### src/hdl/kdwm_pkg.sv
// Shared types and constants for the kiwi drive wheel mixer.
// Used by the rotation cells, the mixer, the divider cells and the top level.
// No dependencies.
package kdwm_pkg;

  // Sample format and quotient width of the scaling divider
  localparam int SAMPLE_BITS = 16;
  localparam int QBITS       = 16;

  // Q0.31 gain of the rotator and Q.30 value of 1/sqrt3
  localparam logic signed [31:0] K_GAIN    = 32'sd1304065748;
  localparam logic signed [31:0] INV_SQRT3 = 32'sd619925131;
  localparam logic        [35:0] ONE_Q30   = 36'd1073741824;

  // Word carried along the rotation chain
  typedef struct packed {
    logic signed [33:0] x;
    logic signed [33:0] y;
    logic signed [33:0] z;
    logic signed [15:0] x_raw;
    logic signed [15:0] y_raw;
    logic signed [15:0] t_raw;
    logic               field_rel;
  } rot_t;

  // Word carried along the divider chain
  typedef struct packed {
    logic        [31:0]       m;
    logic [2:0][47:0]         rem;
    logic [2:0][15:0]         q;
    logic [2:0]               neg;
    logic                     big;
    logic [2:0][15:0]         usat;
  } div_t;

  // Arctangent of 2^-idx, 2^32 units per turn
  function automatic logic [31:0] atan_step(input int unsigned idx);
    logic [31:0] r;
    unique case (idx)
      0:  r = 32'h20000000;  1:  r = 32'h12E4051E;  2:  r = 32'h09FB385B;
      3:  r = 32'h051111D4;  4:  r = 32'h028B0D43;  5:  r = 32'h0145D7E1;
      6:  r = 32'h00A2F61E;  7:  r = 32'h00517C55;  8:  r = 32'h0028BE53;
      9:  r = 32'h00145F2F;  10: r = 32'h000A2F98;  11: r = 32'h000517CC;
      12: r = 32'h00028BE6;  13: r = 32'h000145F3;  14: r = 32'h0000A2F9;
      15: r = 32'h0000517C;  16: r = 32'h000028BE;  17: r = 32'h0000145F;
      18: r = 32'h00000A2F;  19: r = 32'h00000517;  20: r = 32'h0000028B;
      21: r = 32'h00000145;  22: r = 32'h000000A2;  23: r = 32'h00000051;
      24: r = 32'h00000028;  25: r = 32'h00000014;  26: r = 32'h0000000A;
      27: r = 32'h00000005;  28: r = 32'h00000002;  29: r = 32'h00000001;
      default: r = 32'h00000000;
    endcase
    return r;
  endfunction

endpackage

### src/hdl/kdwm_mix.sv
// Four-stage wheel mixer: constant products, wheel sums, magnitudes, peak and dividend.
// Depends on kdwm_pkg (rot_t, div_t, constants).
module kdwm_mix
  import kdwm_pkg::*;
(
  input  logic       clk,
  input  logic [3:0] en,
  input  rot_t       d_i,
  output div_t       d_o
);

  // Stage 1: products by 1/sqrt3
  logic signed [31:0] x_sel, y_sel;
  logic signed [63:0] px_r;
  logic signed [47:0] pt_r;
  logic signed [31:0] y1_r;

  always_comb begin
    if (d_i.field_rel) begin
      x_sel = d_i.x[31:0];
      y_sel = d_i.y[31:0];
    end else begin
      x_sel = {d_i.x_raw[15], d_i.x_raw, 15'b0};
      y_sel = {d_i.y_raw[15], d_i.y_raw, 15'b0};
    end
  end

  always_ff @(posedge clk) begin
    if (en[0]) begin
      px_r <= 64'(x_sel) * 64'(INV_SQRT3);
      pt_r <= 48'(d_i.t_raw) * 48'(INV_SQRT3);
      y1_r <= y_sel;
    end
  end

  // Stage 2: round products and form the three wheel sums
  logic signed [63:0] px_rnd, px2_rnd;
  logic signed [47:0] pt_rnd;
  logic signed [35:0] ts, xs, x2, yy;
  logic signed [35:0] w_r [3];

  always_comb begin
    px_rnd  = (px_r + 64'sd536870912) >>> 30;
    px2_rnd = (px_r + 64'sd268435456) >>> 29;
    pt_rnd  = (pt_r + 48'sd16384) >>> 15;
    ts = px_rnd[35:0];
    xs = ts;
    ts = pt_rnd[35:0];
    xs = px_rnd[35:0];
    x2 = px2_rnd[35:0];
    yy = 36'(y1_r);
  end

  always_ff @(posedge clk) begin
    if (en[1]) begin
      w_r[0] <= -ts - xs - yy;
      w_r[1] <= -ts - xs + yy;
      w_r[2] <= -ts + x2;
    end
  end

  // Stage 3: magnitudes, signs and the unscaled saturated results
  logic [2:0][31:0] mag_r;
  logic [2:0]       neg_r;
  logic [2:0][15:0] usat_r;
  logic signed [35:0] rs [3];
  logic        [35:0] am [3];
  logic [2:0][15:0]   us;

  always_comb begin
    for (int k = 0; k < 3; k++) begin
      am[k] = w_r[k][35] ? 36'(-w_r[k]) : 36'(w_r[k]);
      rs[k] = (w_r[k] + 36'sd16384) >>> 15;
      if (rs[k] > 36'sd32767) begin
        us[k] = 16'h7FFF;
      end else if (rs[k] < -36'sd32768) begin
        us[k] = 16'h8000;
      end else begin
        us[k] = rs[k][15:0];
      end
    end
  end

  always_ff @(posedge clk) begin
    if (en[2]) begin
      for (int k = 0; k < 3; k++) begin
        mag_r[k] <= am[k][31:0];
      end
      neg_r  <= {w_r[2][35], w_r[1][35], w_r[0][35]};
      usat_r <= us;
    end
  end

  // Stage 4: peak magnitude and rounded dividends
  logic [31:0] m_ab, m_pk;
  div_t        nxt;

  always_comb begin
    m_ab = (mag_r[1] > mag_r[0]) ? mag_r[1] : mag_r[0];
    m_pk = (mag_r[2] > m_ab) ? mag_r[2] : m_ab;
    nxt.m    = m_pk;
    nxt.big  = {4'b0, m_pk} > ONE_Q30;
    nxt.neg  = neg_r;
    nxt.usat = usat_r;
    for (int k = 0; k < 3; k++) begin
      nxt.rem[k] = {1'b0, mag_r[k], 15'b0} + {17'b0, m_pk[31:1]};
      nxt.q[k]   = '0;
    end
  end

  always_ff @(posedge clk) begin
    if (en[3]) begin
      d_o <= nxt;
    end
  end

endmodule

### config.mk
export PLATFORM = sky130hd
export DESIGN_NAME = kdwm_mix
export DESIGN_NICKNAME = d
export VERILOG_FILES = /design/src/hdl/kdwm_pkg.sv /design/src/hdl/kdwm_mix.sv
export SDC_FILE = /design/constraint.sdc
export NUM_CORES = 2
export LEC_CHECK = 0
export BUFFER_PORTS_ARGS = -buffer_cell sky130_fd_sc_hd__buf_2
export CORE_MARGIN = 5
export CORE_UTILIZATION = 48
export CTS_CLUSTER_DIAMETER = 100
export CTS_CLUSTER_SIZE = 25
export DETAILED_ROUTE_END_ITERATION = 16
export GPL_ROUTABILITY_DRIVEN = 0
export GPL_TIMING_DRIVEN = 0
export PLACE_DENSITY = 0.66
export SLEW_MARGIN = 30
export SYNTH_ARGS = -nofsm -noshare
export SYNTH_HDL_FRONTEND = slang
export SYNTH_SLANG_ARGS = --single-unit
export TNS_END_PERCENT = 50
### constraint.sdc
create_clock -name clk -period 32.5 [get_ports clk]
set_input_delay 6.5 -clock clk [delete_from_list [all_inputs] [get_ports clk]]
set_output_delay 6.5 -clock clk [all_outputs]
set_load 0.03 [all_outputs]
==> flow_metrics.env <==
export IMPL_dp_hpwl_um=134000
export IMPL_antenna_found_initial=4
export IMPL_synth_top_cell_by_area="edfxtp_1"
export IMPL_hold_path_startpoint="nxt[6]"
export IMPL_ys_ff_latch=535
export IMPL_critPathKind="input pin to register"
export IMPL_setup_worst_path_end_class="register"
export IMPL_cp_start_kind="input pin"
export IMPL_grt_use_total_pct=23.3
export IMPL_cap_violations=0
export IMPL_area_growth_pct=8.41
export IMPL_yosys_warnings=0
export IMPL_cts_buffer_depth=3
export IMPL_start_util_pct=48.3
export IMPL_numCtsBuffers=28
export IMPL_worstPathRequired_ps=32830
export IMPL_synth_top_family_by_area="adder cells"
export IMPL_clock_sinks=535
export IMPL_die_width_um=363
export IMPL_dr_first_iter_drc_count=3126
export IMPL_r2r_end="d_o[241]"
export IMPL_worst_pin_slew_ps=1050
export IMPL_viasPerCell=5.39
export IMPL_place_port_buffers=345
export IMPL_wl_um=155000
export IMPL_drcViolationCount=0
export IMPL_grt_pass1_wl_um=241000
export IMPL_rows=129
export IMPL_ant_nets=0
export IMPL_die_h_um=363
export IMPL_holdBufCountCts=0
export IMPL_cts_root_buffer_cell="clkbuf_16"
export IMPL_ys_flop_type="edfxtp_1"
export IMPL_min_path_type="register to register"
export IMPL_htree_num_levels=1
export IMPL_postCtsResizedCells=0
export IMPL_min_period_ps=16310
export IMPL_dieArea_um2=132000
export IMPL_final_nets=7748
export IMPL_wl_per_cell_um=19.8
export IMPL_core_area_um2=124000
export IMPL_cts_clk_slew_worst_paths_ps=90
export IMPL_postSynthCellCount=5764
export IMPL_crit_path_max_fanout=10
export IMPL_rr_worst_depth=35
export IMPL_grt_ovfl_total=0
export IMPL_synth_top_area_share_pct=26.9
export IMPL_timing_fmax_mhz=61.3
export IMPL_grt_max_degree=93
export IMPL_setup_violations=0
export IMPL_synthMuxAreaShare_pct=1.25
export IMPL_crit_arrival_ps=16640
export IMPL_tns_ps=0
export IMPL_clkLatencyLatePin_ps=630
export IMPL_rsz0062_at_grt="no"
export IMPL_final_max_slew_viol_count=0
export IMPL_holdPathEnd="d_o[6]"
export IMPL_synthSimpleGateAreaFrac_pct=9.11
export IMPL_drive_above_1_share_pct=9.21
export IMPL_status="finished clean"
export IMPL_period_share_pct=50.2
export IMPL_cts_tree="built"
export IMPL_whs_path_depth=0
export IMPL_synth_edf_count=535
export IMPL_vias=42200
export IMPL_synth_adder_area_share_pct=36.9
export IMPL_firstDrtPassIters=8
export IMPL_synthTopCellsByArea="edfxtp_1, fa_1, ha_1"
export IMPL_yosysUniqueCellTypes=85
export IMPL_ys_seq_area_share_pct=26.9
export IMPL_slew_headroom_pct=29.0
export IMPL_post_cts_buffers=0
export IMPL_grt_pass1_vias=43000
export IMPL_rrSetupSlack_ps=22100
export IMPL_num_io_pins=432
export IMPL_synth_async_sr_flop_share_pct=0
export IMPL_synth_avg_cell_area_um2=10.4
export IMPL_reg2reg_from="mag_r[15]"
export IMPL_synth_area_um2=59700
export IMPL_synth_compound_area_share_pct=9.55
export IMPL_synth_xor_area_share_pct=8.17
export IMPL_skew_ps=30.3
export IMPL_finalHoldViolCount=0
## worst max-delay path, stage by stage
cell and delay [ps]:
buf_2 120, clkbuf_2 470, buf_1 710, nand2_1 310, inv_1 420, ha_1 410
fa_1 570, inv_1 50, fa_1 420, fa_1 560, fa_1 460, fa_1 590
inv_1 70, fa_1 530, fa_1 520, ha_1 320, a21oi_1 130, nor2b_1 70
a211oi_1 790, o21ai_0 380, nor2_1 230, o32ai_1 180, o21ai_1 300, o21ai_0 180
a221o_1 380, and4_1 220, a2111oi_0 500, xnor2_1 190
## through the flow
| stage | instance area, µm² | cells | hold WS (ps) | util [%] | setup WS [ps] |
|---|---|---|---|---|---|
| after floorplan | 59900 | 5811 | 400 | - | 16200 |
| after global placement | 63700 | 7793 | 405 | 51.5 | 14350 |
| after detailed placement | 63900 | 7801 | 405 | 51.7 | 15390 |
| after CTS | 64700 | 7840 | 420 | 52.4 | 16040 |
| after global routing | 64700 | 7841 | 437 | 52.4 | 15580 |
| final | 64700 | 7842 | 426 | 52.4 | 16190 |
## cell families (layout without fill, tap and decap cells)
| kind of cell | after synthesis | in the layout |
|---|---|---|
| and+or+nand+nor | 1105 | 1105 |
| adders and majority gates | 1398 | 1398 |
| buffers and inverters | 1198 | 1590 |
| DFF | 535 | 535 |
| AOI/OAI and AO/OA | 899 | 899 |
| muxes | 71 | 71 |
| other | 1 | 50 |
| xor gates and xnor gates | 557 | 557 |
## routing by layer
layer | up-vias | track usage (%) | wire [µm]
met5 | - | 0 | 12
met4 | 2 | 8.05 | 6440
met3 | 277 | 2.14 | 8190
met2 | 1288 | 41.2 | 76200
met1 | 20500 | 30.1 | 64600
li1 | 20100 | - | -
## worst max path at each step
stage / start / to / slack [ps] / cells past startpoint
detailed placement: d_i[0] / px_r[62] / 15390 / 28
floorplan: d_i[48] / px_r[62] / 16200 / 27
global route: d_i[0] / px_r[62] / 15580 / 28
finish: d_i[0] / px_r[62] / 16190 / 28
CTS: d_i[0] / px_r[62] / 16040 / 28
global placement: d_i[0] / px_r[62] / 14350 / 28
## cells in the final DEF (no fill, tap or decap), drive strengths merged, types with 134 or more instances in the layout
cell type and instances:
ha 795, buf 464, edfxtp 535, clkbuf 134, xor2 134, fa 603
nor2 276, nand3 135, o21ai 234, a21oi 245, nand2 267, xnor2 423
inv 984
## cell type report
type,instances,area (µm²)
Tap cell,1637,2050
Clock inverter,10,128
Sequential cell,535,16100
Clock buffer,29,704
Fill cell,11100,58900
Antenna cell,2,5.00
Timing Repair Buffer,353,1950
Multi-Input combinational cell,4078,39000
Buffer,216,1190
Inverter,982,3690
## cells in the mapped netlist (105+ instances only)
library cell,instances
fa_1,603
inv_1,978
nor2_1,276
a21o_1,114
xnor2_1,423
nand3_1,134
o21ai_0,228
a21oi_1,245
edfxtp_1,535
nand2_1,266
xor2_1,134
ha_1,795
clkbuf_1,105
## sequential cells by signal, summed over array words and instances, names as in the netlist
| name | cells |
|---|---|
| w_r | 107 |
| d_o | 182 |
| px_r | 35 |
| pt_r | 33 |
| nxt | 48 |
| y1_r | 32 |
| mag_r | 95 |
| neg_r | 3 |
Power is left out: the tool's default activity adds up to more than one toggle a clock period on the data nets, which glitch-free logic cannot reach.
