### src/hdl/kdwm_pkg.sv
// Shared types and constants for the kiwi drive wheel mixer.
// Used by the rotation cells, the mixer, the divider cells and the top level.
// No dependencies.
package kdwm_pkg;

  // Sample format and quotient width of the scaling divider
  localparam int SAMPLE_BITS = 16;
  localparam int QBITS       = 16;

  // Q0.31 gain of the rotator and Q.30 value of 1/sqrt3
  localparam logic signed [31:0] K_GAIN    = 32'sd1304065748;
  localparam logic signed [31:0] INV_SQRT3 = 32'sd619925131;
  localparam logic        [35:0] ONE_Q30   = 36'd1073741824;

  // Word carried along the rotation chain
  typedef struct packed {
    logic signed [33:0] x;
    logic signed [33:0] y;
    logic signed [33:0] z;
    logic signed [15:0] x_raw;
    logic signed [15:0] y_raw;
    logic signed [15:0] t_raw;
    logic               field_rel;
  } rot_t;

  // Word carried along the divider chain
  typedef struct packed {
    logic        [31:0]       m;
    logic [2:0][47:0]         rem;
    logic [2:0][15:0]         q;
    logic [2:0]               neg;
    logic                     big;
    logic [2:0][15:0]         usat;
  } div_t;

  // Arctangent of 2^-idx, 2^32 units per turn
  function automatic logic [31:0] atan_step(input int unsigned idx);
    logic [31:0] r;
    unique case (idx)
      0:  r = 32'h20000000;  1:  r = 32'h12E4051E;  2:  r = 32'h09FB385B;
      3:  r = 32'h051111D4;  4:  r = 32'h028B0D43;  5:  r = 32'h0145D7E1;
      6:  r = 32'h00A2F61E;  7:  r = 32'h00517C55;  8:  r = 32'h0028BE53;
      9:  r = 32'h00145F2F;  10: r = 32'h000A2F98;  11: r = 32'h000517CC;
      12: r = 32'h00028BE6;  13: r = 32'h000145F3;  14: r = 32'h0000A2F9;
      15: r = 32'h0000517C;  16: r = 32'h000028BE;  17: r = 32'h0000145F;
      18: r = 32'h00000A2F;  19: r = 32'h00000517;  20: r = 32'h0000028B;
      21: r = 32'h00000145;  22: r = 32'h000000A2;  23: r = 32'h00000051;
      24: r = 32'h00000028;  25: r = 32'h00000014;  26: r = 32'h0000000A;
      27: r = 32'h00000005;  28: r = 32'h00000002;  29: r = 32'h00000001;
      default: r = 32'h00000000;
    endcase
    return r;
  endfunction

endpackage

### src/hdl/kdwm_rot_cell.sv
// One CORDIC micro-rotation cell of the heading rotator.
// Depends on kdwm_pkg (rot_t, atan_step).
module kdwm_rot_cell
  import kdwm_pkg::*;
#(
  parameter int STEP = 0
) (
  input  logic clk,
  input  logic en,
  input  rot_t d_i,
  output rot_t d_o
);

  localparam logic signed [33:0] ATAN = $signed({2'b00, atan_step(STEP)});

  rot_t nxt;

  // Rotate toward zero residual angle
  always_comb begin
    nxt = d_i;
    if (!d_i.z[33]) begin
      nxt.x = d_i.x - (d_i.y >>> STEP);
      nxt.y = d_i.y + (d_i.x >>> STEP);
      nxt.z = d_i.z - ATAN;
    end else begin
      nxt.x = d_i.x + (d_i.y >>> STEP);
      nxt.y = d_i.y - (d_i.x >>> STEP);
      nxt.z = d_i.z + ATAN;
    end
  end

  always_ff @(posedge clk) begin
    if (en) begin
      d_o <= nxt;
    end
  end

endmodule

### config.mk
export PLATFORM = sky130hd
export DESIGN_NAME = kdwm_rot_cell
export DESIGN_NICKNAME = d
export VERILOG_FILES = /design/src/hdl/kdwm_pkg.sv /design/src/hdl/kdwm_rot_cell.sv
export SDC_FILE = /design/constraint.sdc
export NUM_CORES = 1
export LEC_CHECK = 0
export ABC_CLOCK_PERIOD_IN_PS = 3500
export BUFFER_PORTS_ARGS = -buffer_cell sky130_fd_sc_hd__buf_2
export CORE_ASPECT_RATIO = 0.7
export CORE_MARGIN = 1
export CORE_UTILIZATION = 48
export DETAILED_ROUTE_END_ITERATION = 16
export PLACE_DENSITY = 0.78
export RECOVER_POWER = 50
export SLEW_MARGIN = 5
export SYNTH_ARGS = -nofsm -noshare
export SYNTH_HDL_FRONTEND = slang
export SYNTH_SLANG_ARGS = --single-unit
### constraint.sdc
create_clock -name clk -period 3.5 [get_ports clk]
set_clock_uncertainty 0.2 [all_clocks]
set_input_delay 0.7 -clock clk [delete_from_list [all_inputs] [get_ports clk]]
set_output_delay 0.7 -clock clk [all_outputs]
set_load 0.1 [all_outputs]
==> flow_summary.yaml, run 1 <==
run_status:
  status: "finished with violations"
  violations: "capacitance limit, slew limit"
timing:
  fin_tns_setup_ps: 0
  period_minus_slack_ps: 3500
  slew-limit-headroom: -0.196
  fin_crit_sh: 0.999
  hold_violations: 0
  rsz0062_at_grt: "yes"
  clock.fmax_mhz: 286
  report.final.slew_viol_count: 75
  tightest_slew_ps: 1790
  setup_viol: 0
synth:
  synth_edf_count: 150
  ys_types: 80
  syn_area_per_cell_um2: 10.0
  netlist_instances: 1046
  synthArstFlopShare: 0
  synth_nets: 1305
  yosysWarnings: 0
  synth-seq-cells: 150
  syn_area_um2: 10500
  ys_seq_area_frac: 0.429
  ys.flop_type: "edfxtp_1"
layout:
  final_area_um2: 14600
  fillers: 1614
  final_core_util: 0.691
  antenna_cells: 0
  top_regs: "d_o: 150 flops"
  largest_register: "d_o"
  drive_gt1_frac: 0.390
  area_delta_synth_final_pct: 38.7
  largest_reg_flops: 150
  nNetsFinal: 1792
  instances_no_fill: 1822
route:
  drt_iter0_drc: 1160
  routed_wl_um: 37200
  drc: 0
  ant_nets: 0
  drt_first_pass_iters: 5
  vias: 10200
  vias_per_cell: 5.62
  wl_per_cell_um: 20.4
global_route:
  track_usage: 0.321
  grt_overflow_total: 0
  antenna_found_initial: 1
  grt_pass1_wl_um: 54600
  grt_pass1_vias: 9759
  grt_max_degree: 75
job:
  drv_cap: 1
setup_path:
  cp-start-kind: "primary input"
  crit_arrival_ps: 3480
  worstPathCellList: "buf_2, buf_4, ha_1, or4_1, o21ai_2, o31a_1, o31ai_1, buf_4, a31oi_2, buf_4, o211ai_1, a21boi_2, xor2_1"
  cp_slowest_stage_delay_ps: 550
  endpoint_kind: "flop"
  cpMostUsedCell: "buf_4"
  critPathMaxFanout: 3
  cp.buffers_inverters: 4
  required_ps: 3480
  crit_family: "compound AO/OA/AOI/OAI gates"
  critPathKind: "in -> reg"
  crit_slowest_cell: "or4_1"
cts:
  htree_levels: 4
  cts_buffers: 17
  cts_tree: "done"
  ctsLongestPathBuffers: 2
  cts.sinks: 150
  cts.root.buffer_cell: "clkbuf_16"
  clk_pin_slew_ps: 70
  holdBufCountCts: 0
floorplan:
  initial_core_util: 0.498
  die_y_um: 126
  die_x_um: 179
  die_area_um2: 22500
  core.rowCount: 44
  core_area_um2: 21100
  ios: 304
power:
  power_density_nw_per_um2: 528
  total_power_mw: 7.69
  peakVddDrop_uv: 322
  leakage_nw: 6.64
placed_design:
  dp_hpwl_um: 29000
  io_buffers: 303
  gp_congestion: 0.975
  dpl.cell_count: 1785
  place_area_um2: 13700
min_path:
  hold_path.class: "in -> reg"
[cell families (layout without fill, tap and decap cells)]
logic type,after synthesis,count (layout),share of synthesized area
AO/OA/AOI/OAI,319,319,0.204
XOR/XNOR,69,69,0.0575
adder cells (fa/ha/maj),106,106,0.129
buffers and inverters,150,650,0.0585
flip-flops,150,150,0.429
multiplexers,16,16,0.0153
AND/OR/NAND/NOR,236,236,0.107
[placed cells by master (no fill, tap or decap), types with 16 or more instances in the layout]
| cell | instances |
|---|---|
| buf_2 | 297 |
| buf_4 | 208 |
| edfxtp_1 | 150 |
| a21oi_1 | 116 |
| nor2_1 | 99 |
| inv_1 | 96 |
| ha_1 | 96 |
| xnor2_1 | 65 |
| o21ai_0 | 48 |
| nand2_1 | 43 |
| o21bai_1 | 22 |
| nor3_1 | 22 |
| a21o_1 | 21 |
| clkbuf_16 | 17 |
| mux2i_1 | 16 |
[layout make-up]
class                      instances  area (um2)  share of cell area
multi-input combinational        746        5640               0.388
sequential                       150        4500               0.309
timing repair buffer             515        3100               0.213
clock buffer                      17         425              0.0292
inverter                         103         392              0.0269
tap                              276         345              0.0237
clock inverter                    15         154              0.0106
[final timing paths]
path                     from       end  slack, ps  cells after the start
worst max-delay path  d_i[86]  d_o[114]          3                     13
worst min-delay path  d_i[22]   d_o[22]        240                      1
[synth_stat cells, types with 11 or more instances]
cell	number	area, um2
nand3_1	11	55.1
edfxtp_1	150	4500
a21o_1	21	158
buf_1	12	45.0
o21a_1	11	82.6
xnor2_1	65	569
inv_1	96	360
nor2b_1	11	68.8
o21ai_0	50	250
o21bai_1	22	165
clkbuf_1	20	75.1
nor3_1	23	115
nand2_1	43	161
nor2_1	99	372
mux2i_1	16	160
a21oi_1	118	591
ha_1	102	1280
[metal layers]
layer / track usage / vias up / part of all wire
met2: 0.487 / 566 / 0.44
met3: 0.0891 / 45 / 0.11
met1: 0.452 / 4883 / 0.43
met5: 0 / - / 0
li1: - / 4753 / -
met4: 0.0773 / 0 / 0.016
[where the power goes]
part           internal, mW  switching (mW)
Sequential             2.26          0.0670
Clock                 0.950           0.865
Combinational         0.899            2.64
[what timing repair did]
item	4_1_cts	5_1_grt
gates resized for setup	6	45
endpoints found under the hold margin	0	0
pin swaps	2	16
setup buffers	1	4
endpoints found under the setup margin	13	25
cloned	0	0
[per-stage QoR]
step	worst slack, ps	hold WS [ps]
floorplan	3.24	599
global placement	-497	676
detailed placement	-598	678
CTS	3.62	224
global route	-37.3	221
finish	2.92	236
Note: power is estimated with default switching activity, not from simulation.
==> run 2, diff against run 1 <==
--- a/config.mk
+++ b/config.mk
@@ -15,2 +15,3 @@
 export RECOVER_POWER = 50
+export SETUP_SLACK_MARGIN = 0.3
 export SLEW_MARGIN = 5
==> constraint.sdc (replaced) <==
create_clock -name clk -period 3.5 [get_ports clk]
set_clock_uncertainty 0.2 [all_clocks]
set_input_delay 0.35 -clock clk [delete_from_list [all_inputs] [get_ports clk]]
set_output_delay 0.35 -clock clk [all_outputs]
set_load 0.1 [all_outputs]
==> run 2 against run 1 <==
Net effect:
- the run still ends with capacitance limit, slew limit left
- first-iteration DRC count grew 36%
- count of clock-buffer cells in the layout is the same
- fmax grew 6.2%
- via count grew 4.2%
- cell area grew 1.4%
- setup slack gained 200 ps
- global-route usage grew 2.0 points
- critical path type unchanged
- largest power group unchanged
- highest routed layer is now met5
==> flow_summary.yaml, run 2 (synthesized netlist as in run 1, its figures left out) <==
timing:
  fin_crit_sh: 0.941
  fin_tns_setup_ps: 0
  report.final.slew_viol_count: 85
  setup_viol: 0
  fin_ws_ps: 207
  hold_ws_ps: 144
  slew-limit-headroom: -0.410
  period_minus_slack_ps: 3290
  rsz0062_at_grt: "yes"
  clock.fmax_mhz: 304
  hold_violations: 0
  tightest_slew_ps: 2120
power:
  leakage_nw: 6.57
  total_power_mw: 7.90
  power_density_nw_per_um2: 535
  peakVddDrop_uv: 315
layout:
  instances_no_fill: 1816
  top_regs: "d_o: 150 flops"
  area_delta_synth_final_pct: 40.7
  nNetsFinal: 1785
  largest_reg_flops: 150
  mostFrequentLayoutCells: "buf_2 (288), edfxtp_1 (150), buf_4 (123)"
  layout_commonest_cell: "buf_2"
  largest_register: "d_o"
  drive_gt1_frac: 0.330
cts:
  cts.sinks: 150
  cts_buffers: 17
  ctsLongestPathBuffers: 2
  clk_pin_slew_ps: 70
  cts.root.buffer_cell: "clkbuf_16"
  cts_tree: "done"
  htree_levels: 4
floorplan:
  core_area_um2: 21100
  ios: 304
  initial_core_util: 0.498
  core.rowCount: 44
  die_y_um: 126
  die_x_um: 179
  die_area_um2: 22500
placed_design:
  io_buffers: 303
  dpl.cell_count: 1699
  dp_hpwl_um: 28000
  dpl_worst_slack_ps: -332
  gp_congestion: 0.990
min_path:
  hold_path.class: "in -> reg"
route:
  ant_nets: 0
  drt_iter0_drc: 1573
  vias_per_cell: 5.88
  drc: 0
  routed_wl_um: 40500
  drt_first_pass_iters: 8
  vias: 10700
  wl_per_cell_um: 22.3
setup_path:
  required_ps: 3480
  critPathKind: "in -> reg"
  crit_arrival_ps: 3280
  critPathMaxFanout: 3
  endpoint_kind: "flop"
  cp-start-kind: "primary input"
global_route:
  track_usage: 0.341
  grt_pass1_vias: 9997
  grt_overflow_total: 0
  grt_max_degree: 85
  antenna_found_initial: 2
  grt_pass1_wl_um: 58000
job:
  drv_cap: 1
run_status:
  violations: "capacitance limit, slew limit"
  status: "finished with violations"
run 2: changes by cell type in the layout (fill, tap and decap cells not counted), sizes merged:
cell         change
clkbuf           +8
clkinvlp         -3
bufinv           +3
diode            +1
buf             -94
dlygate4sd3     +79
run 2: metrics by stage:
stage | instance area [um2] | util
5_1_grt | 14800 | 0.701
6_report | 14800 | 0.701
3_5_place_dp | 13100 | 0.620
3_3_place_gp | 13100 | 0.620
4_1_cts | 14600 | 0.692
2_1_floorplan | 10500 | -
run 2: what timing repair did:
item                                    in CTS  in global routing
resized for setup                           12                 39
endpoints found under the setup margin      10                 29
hold buffers                                79                  0
pin swaps                                    3                 13
endpoints found under the hold margin       79                  0
buffers inserted                             0                  5
run 2: where the power goes:
group          internal [mW]  switching, mW
clock                   1.16          0.855
combinational          0.881           2.67
sequential              2.26         0.0775
run 2: worst max-delay path: stages:
cell and delay, ps:
clkbuf_1 130, inv_1 90, ha_1 290, fa_2 450
nor2b_4 160, o2111a_1 220, a2111oi_2 80, o41ai_2 440
a221oi_2 120, buf_4 150, a21bo_2 210, a221o_1 290
a21o_1 160, xnor2_1 130
run 2: worst paths after layout:
| kind | start | end | slack (ps) | cells past startpoint |
|---|---|---|---|---|
| max | d_i[83] | d_o[109] | 210 | 14 |
| min | d_i[81] | d_o[82] | 140 | 3 |
run 2: cell type report:
class | instances | area, um2
multi-input cells | 746 | 5650
inverters | 103 | 392
well taps | 276 | 345
flip-flops and latches | 150 | 4500
clock inverters | 15 | 203
repair buffers | 508 | 3240
diodes | 1 | 2.50
clock buffers | 17 | 425
fillers | 1520 | 6310
run 2: routing by layer:
layer | wire (um) | global-route usage | vias up
met1 | 16600 | 0.482 | 5026
met2 | 17400 | 0.508 | 788
li1 | - | - | 4740
met4 | 1390 | 0.111 | 2
met3 | 5150 | 0.0851 | 117
met5 | 13 | 0 | -
==> run 3, diff against run 2 <==
==> constraint.sdc (replaced) <==
create_clock -name clk -period 3.5 [get_ports clk]
set_clock_uncertainty 0.2 [all_clocks]
set_input_delay 0.525 -clock clk [delete_from_list [all_inputs] [get_ports clk]]
set_output_delay 0.525 -clock clk [all_outputs]
set_load 0.1 [all_outputs]
==> run 3 against run 2 <==
Net effect:
- cell area decreased by 1.1%
- global-route usage fell by 2.2 points
- count of clock-buffer cells in the layout unchanged
- largest cell class unchanged
- routed wire length fell by 9.1%
- the run still ends with capacitance limit, slew limit left
- critical endpoint is now d_o[113]
- total power fell by 2.0%
==> flow_summary.yaml, run 3 (synthesized netlist as in run 1, its figures left out) <==
run_status:
  status: "finished with violations"
  violations: "capacitance limit, slew limit"
global_route:
  grt_pass1_vias: 9686
  grt_pass1_wl_um: 54800
  track_usage: 0.319
  antenna_found_initial: 5
  grt_max_degree: 85
  grt_overflow_total: 0
route:
  drt_iter0_drc: 1175
  drc: 0
  ant_nets: 0
  vias: 10200
  routed_wl_um: 36800
  vias_per_cell: 5.68
  drt_first_pass_iters: 6
  wl_per_cell_um: 20.6
cts:
  cts_tree: "done"
  cts_buffers: 17
  cts.root.buffer_cell: "clkbuf_16"
  clk_pin_slew_ps: 80
  htree_levels: 4
  cts.sinks: 150
  ctsLongestPathBuffers: 2
placed_design:
  gp_congestion: 0.986
  io_buffers: 303
  dpl.cell_count: 1743
  place_area_um2: 13500
  dp_hpwl_um: 29200
power:
  clkPwrFrac: 0.239
  leakage_nw: 6.52
  total_power_mw: 7.75
  peakVddDrop_uv: 366
  p_int_mw: 4.13
  swShare: 0.467
  power_density_nw_per_um2: 531
  p_sw_mw: 3.62
  power_frac_comb: 0.461
  seqPwrFrac: 0.300
job:
  drv_cap: 1
timing:
  setup_viol: 0
  fin_crit_sh: 0.936
  hold_violations: 0
  slew-limit-headroom: -0.587
  tightest_slew_ps: 2380
  clock.fmax_mhz: 305
  report.final.slew_viol_count: 44
  period_minus_slack_ps: 3280
  rsz0062_at_grt: "yes"
setup_path:
  worstPathCellList: "buf_8, ha_4, buf_6, fa_2, nor2b_4, or3_4, a21oi_4, o21bai_4, a31oi_4, o31ai_4, a31oi_1, buf_4, o41a_1, o32ai_2, xnor2_1"
  endpoint_kind: "flop"
  cp-start-kind: "primary input"
  required_ps: 3470
  cp_slowest_stage_delay_ps: 400
  critPathMaxFanout: 3
  cp.buffers_inverters: 3
  crit_slowest_cell: "or3_4"
  crit_family: "compound AO/OA/AOI/OAI gates"
  crit_arrival_ps: 3250
  critPathKind: "in -> reg"
layout:
  final_area_um2: 14600
  largest_register: "d_o"
  nNetsFinal: 1754
  drive_gt1_frac: 0.389
  layout_commonest_cell: "buf_2"
  largest_reg_flops: 150
  top_regs: "d_o: 150 flops"
  instances_no_fill: 1788
  area_delta_synth_final_pct: 39.1
  mostFrequentLayoutCells: "buf_2 (297), buf_4 (171), edfxtp_1 (150)"
floorplan:
  die_x_um: 179
  core_area_um2: 21100
  initial_core_util: 0.498
  die_area_um2: 22500
  ios: 304
  core.rowCount: 44
  die_y_um: 126
min_path:
  hold_path.class: "in -> reg"
## run 3: cell types whose count changed in the layout (fill, tap and decap cells not counted), sizes merged
cell         delta
inv             -2
clkinv          +2
bufinv          -3
dlygate4sd3    -79
diode           +3
buf            +60
clkbuf         -12
clkinvlp        +3
## run 3: worst paths after layout
kind | startpoint | cells after the start | endpoint | slack, ps
setup / recovery | d_i[83] | 15 | d_o[113] | 220
hold / removal | d_i[16] | 1 | d_o[16] | 70
## run 3: power by group through the flow
stage / sequential [mW] / clock, mW / combinational, mW
6_report: 2.33 / 1.85 / 3.57
5_1_grt: 2.34 / 1.95 / 3.70
4_1_cts: 2.32 / 1.86 / 3.43
3_5_place_dp: 2.36 / 0 / 3.39
3_3_place_gp: 2.35 / 0 / 3.37
2_1_floorplan: 3.93 / 0 / 0.909
## run 3: area by class of cell
type	count	area [um2]
repair buffers	477	2840
flip-flops and latches	150	4500
inverters	103	403
clock inverters	15	178
diodes	4	10.0
multi-input cells	746	5900
well taps	276	345
fillers	1605	6480
clock buffers	17	425
## run 3: metrics by stage
step	util	setup TNS, ps	hold slack, ps	setup slack, ps
floorplan	-	0	424	260
global placement	0.639	-3780	501	-280
detailed placement	0.639	-5680	503	-313
CTS	0.673	0	58.0	254
global route	0.693	0	54.2	140
finish	0.693	0	71.5	224
## run 3: timing repair
| action | in CTS | in global routing |
|---|---|---|
| buffers inserted | 4 | 5 |
| hold buffers | 0 | 0 |
| pin swaps | 6 | 41 |
| gates resized for setup | 18 | 72 |
| endpoints found under the hold margin | 0 | 0 |
| endpoints found under the setup margin | 23 | 30 |
## run 3: per-layer routing
layer,up-vias,part of all wire,global-route usage
li1,4679,-,-
met2,621,0.43,0.464
met3,52,0.12,0.0857
met4,2,0.017,0.0872
met5,-,0.00035,0
met1,4807,0.43,0.464
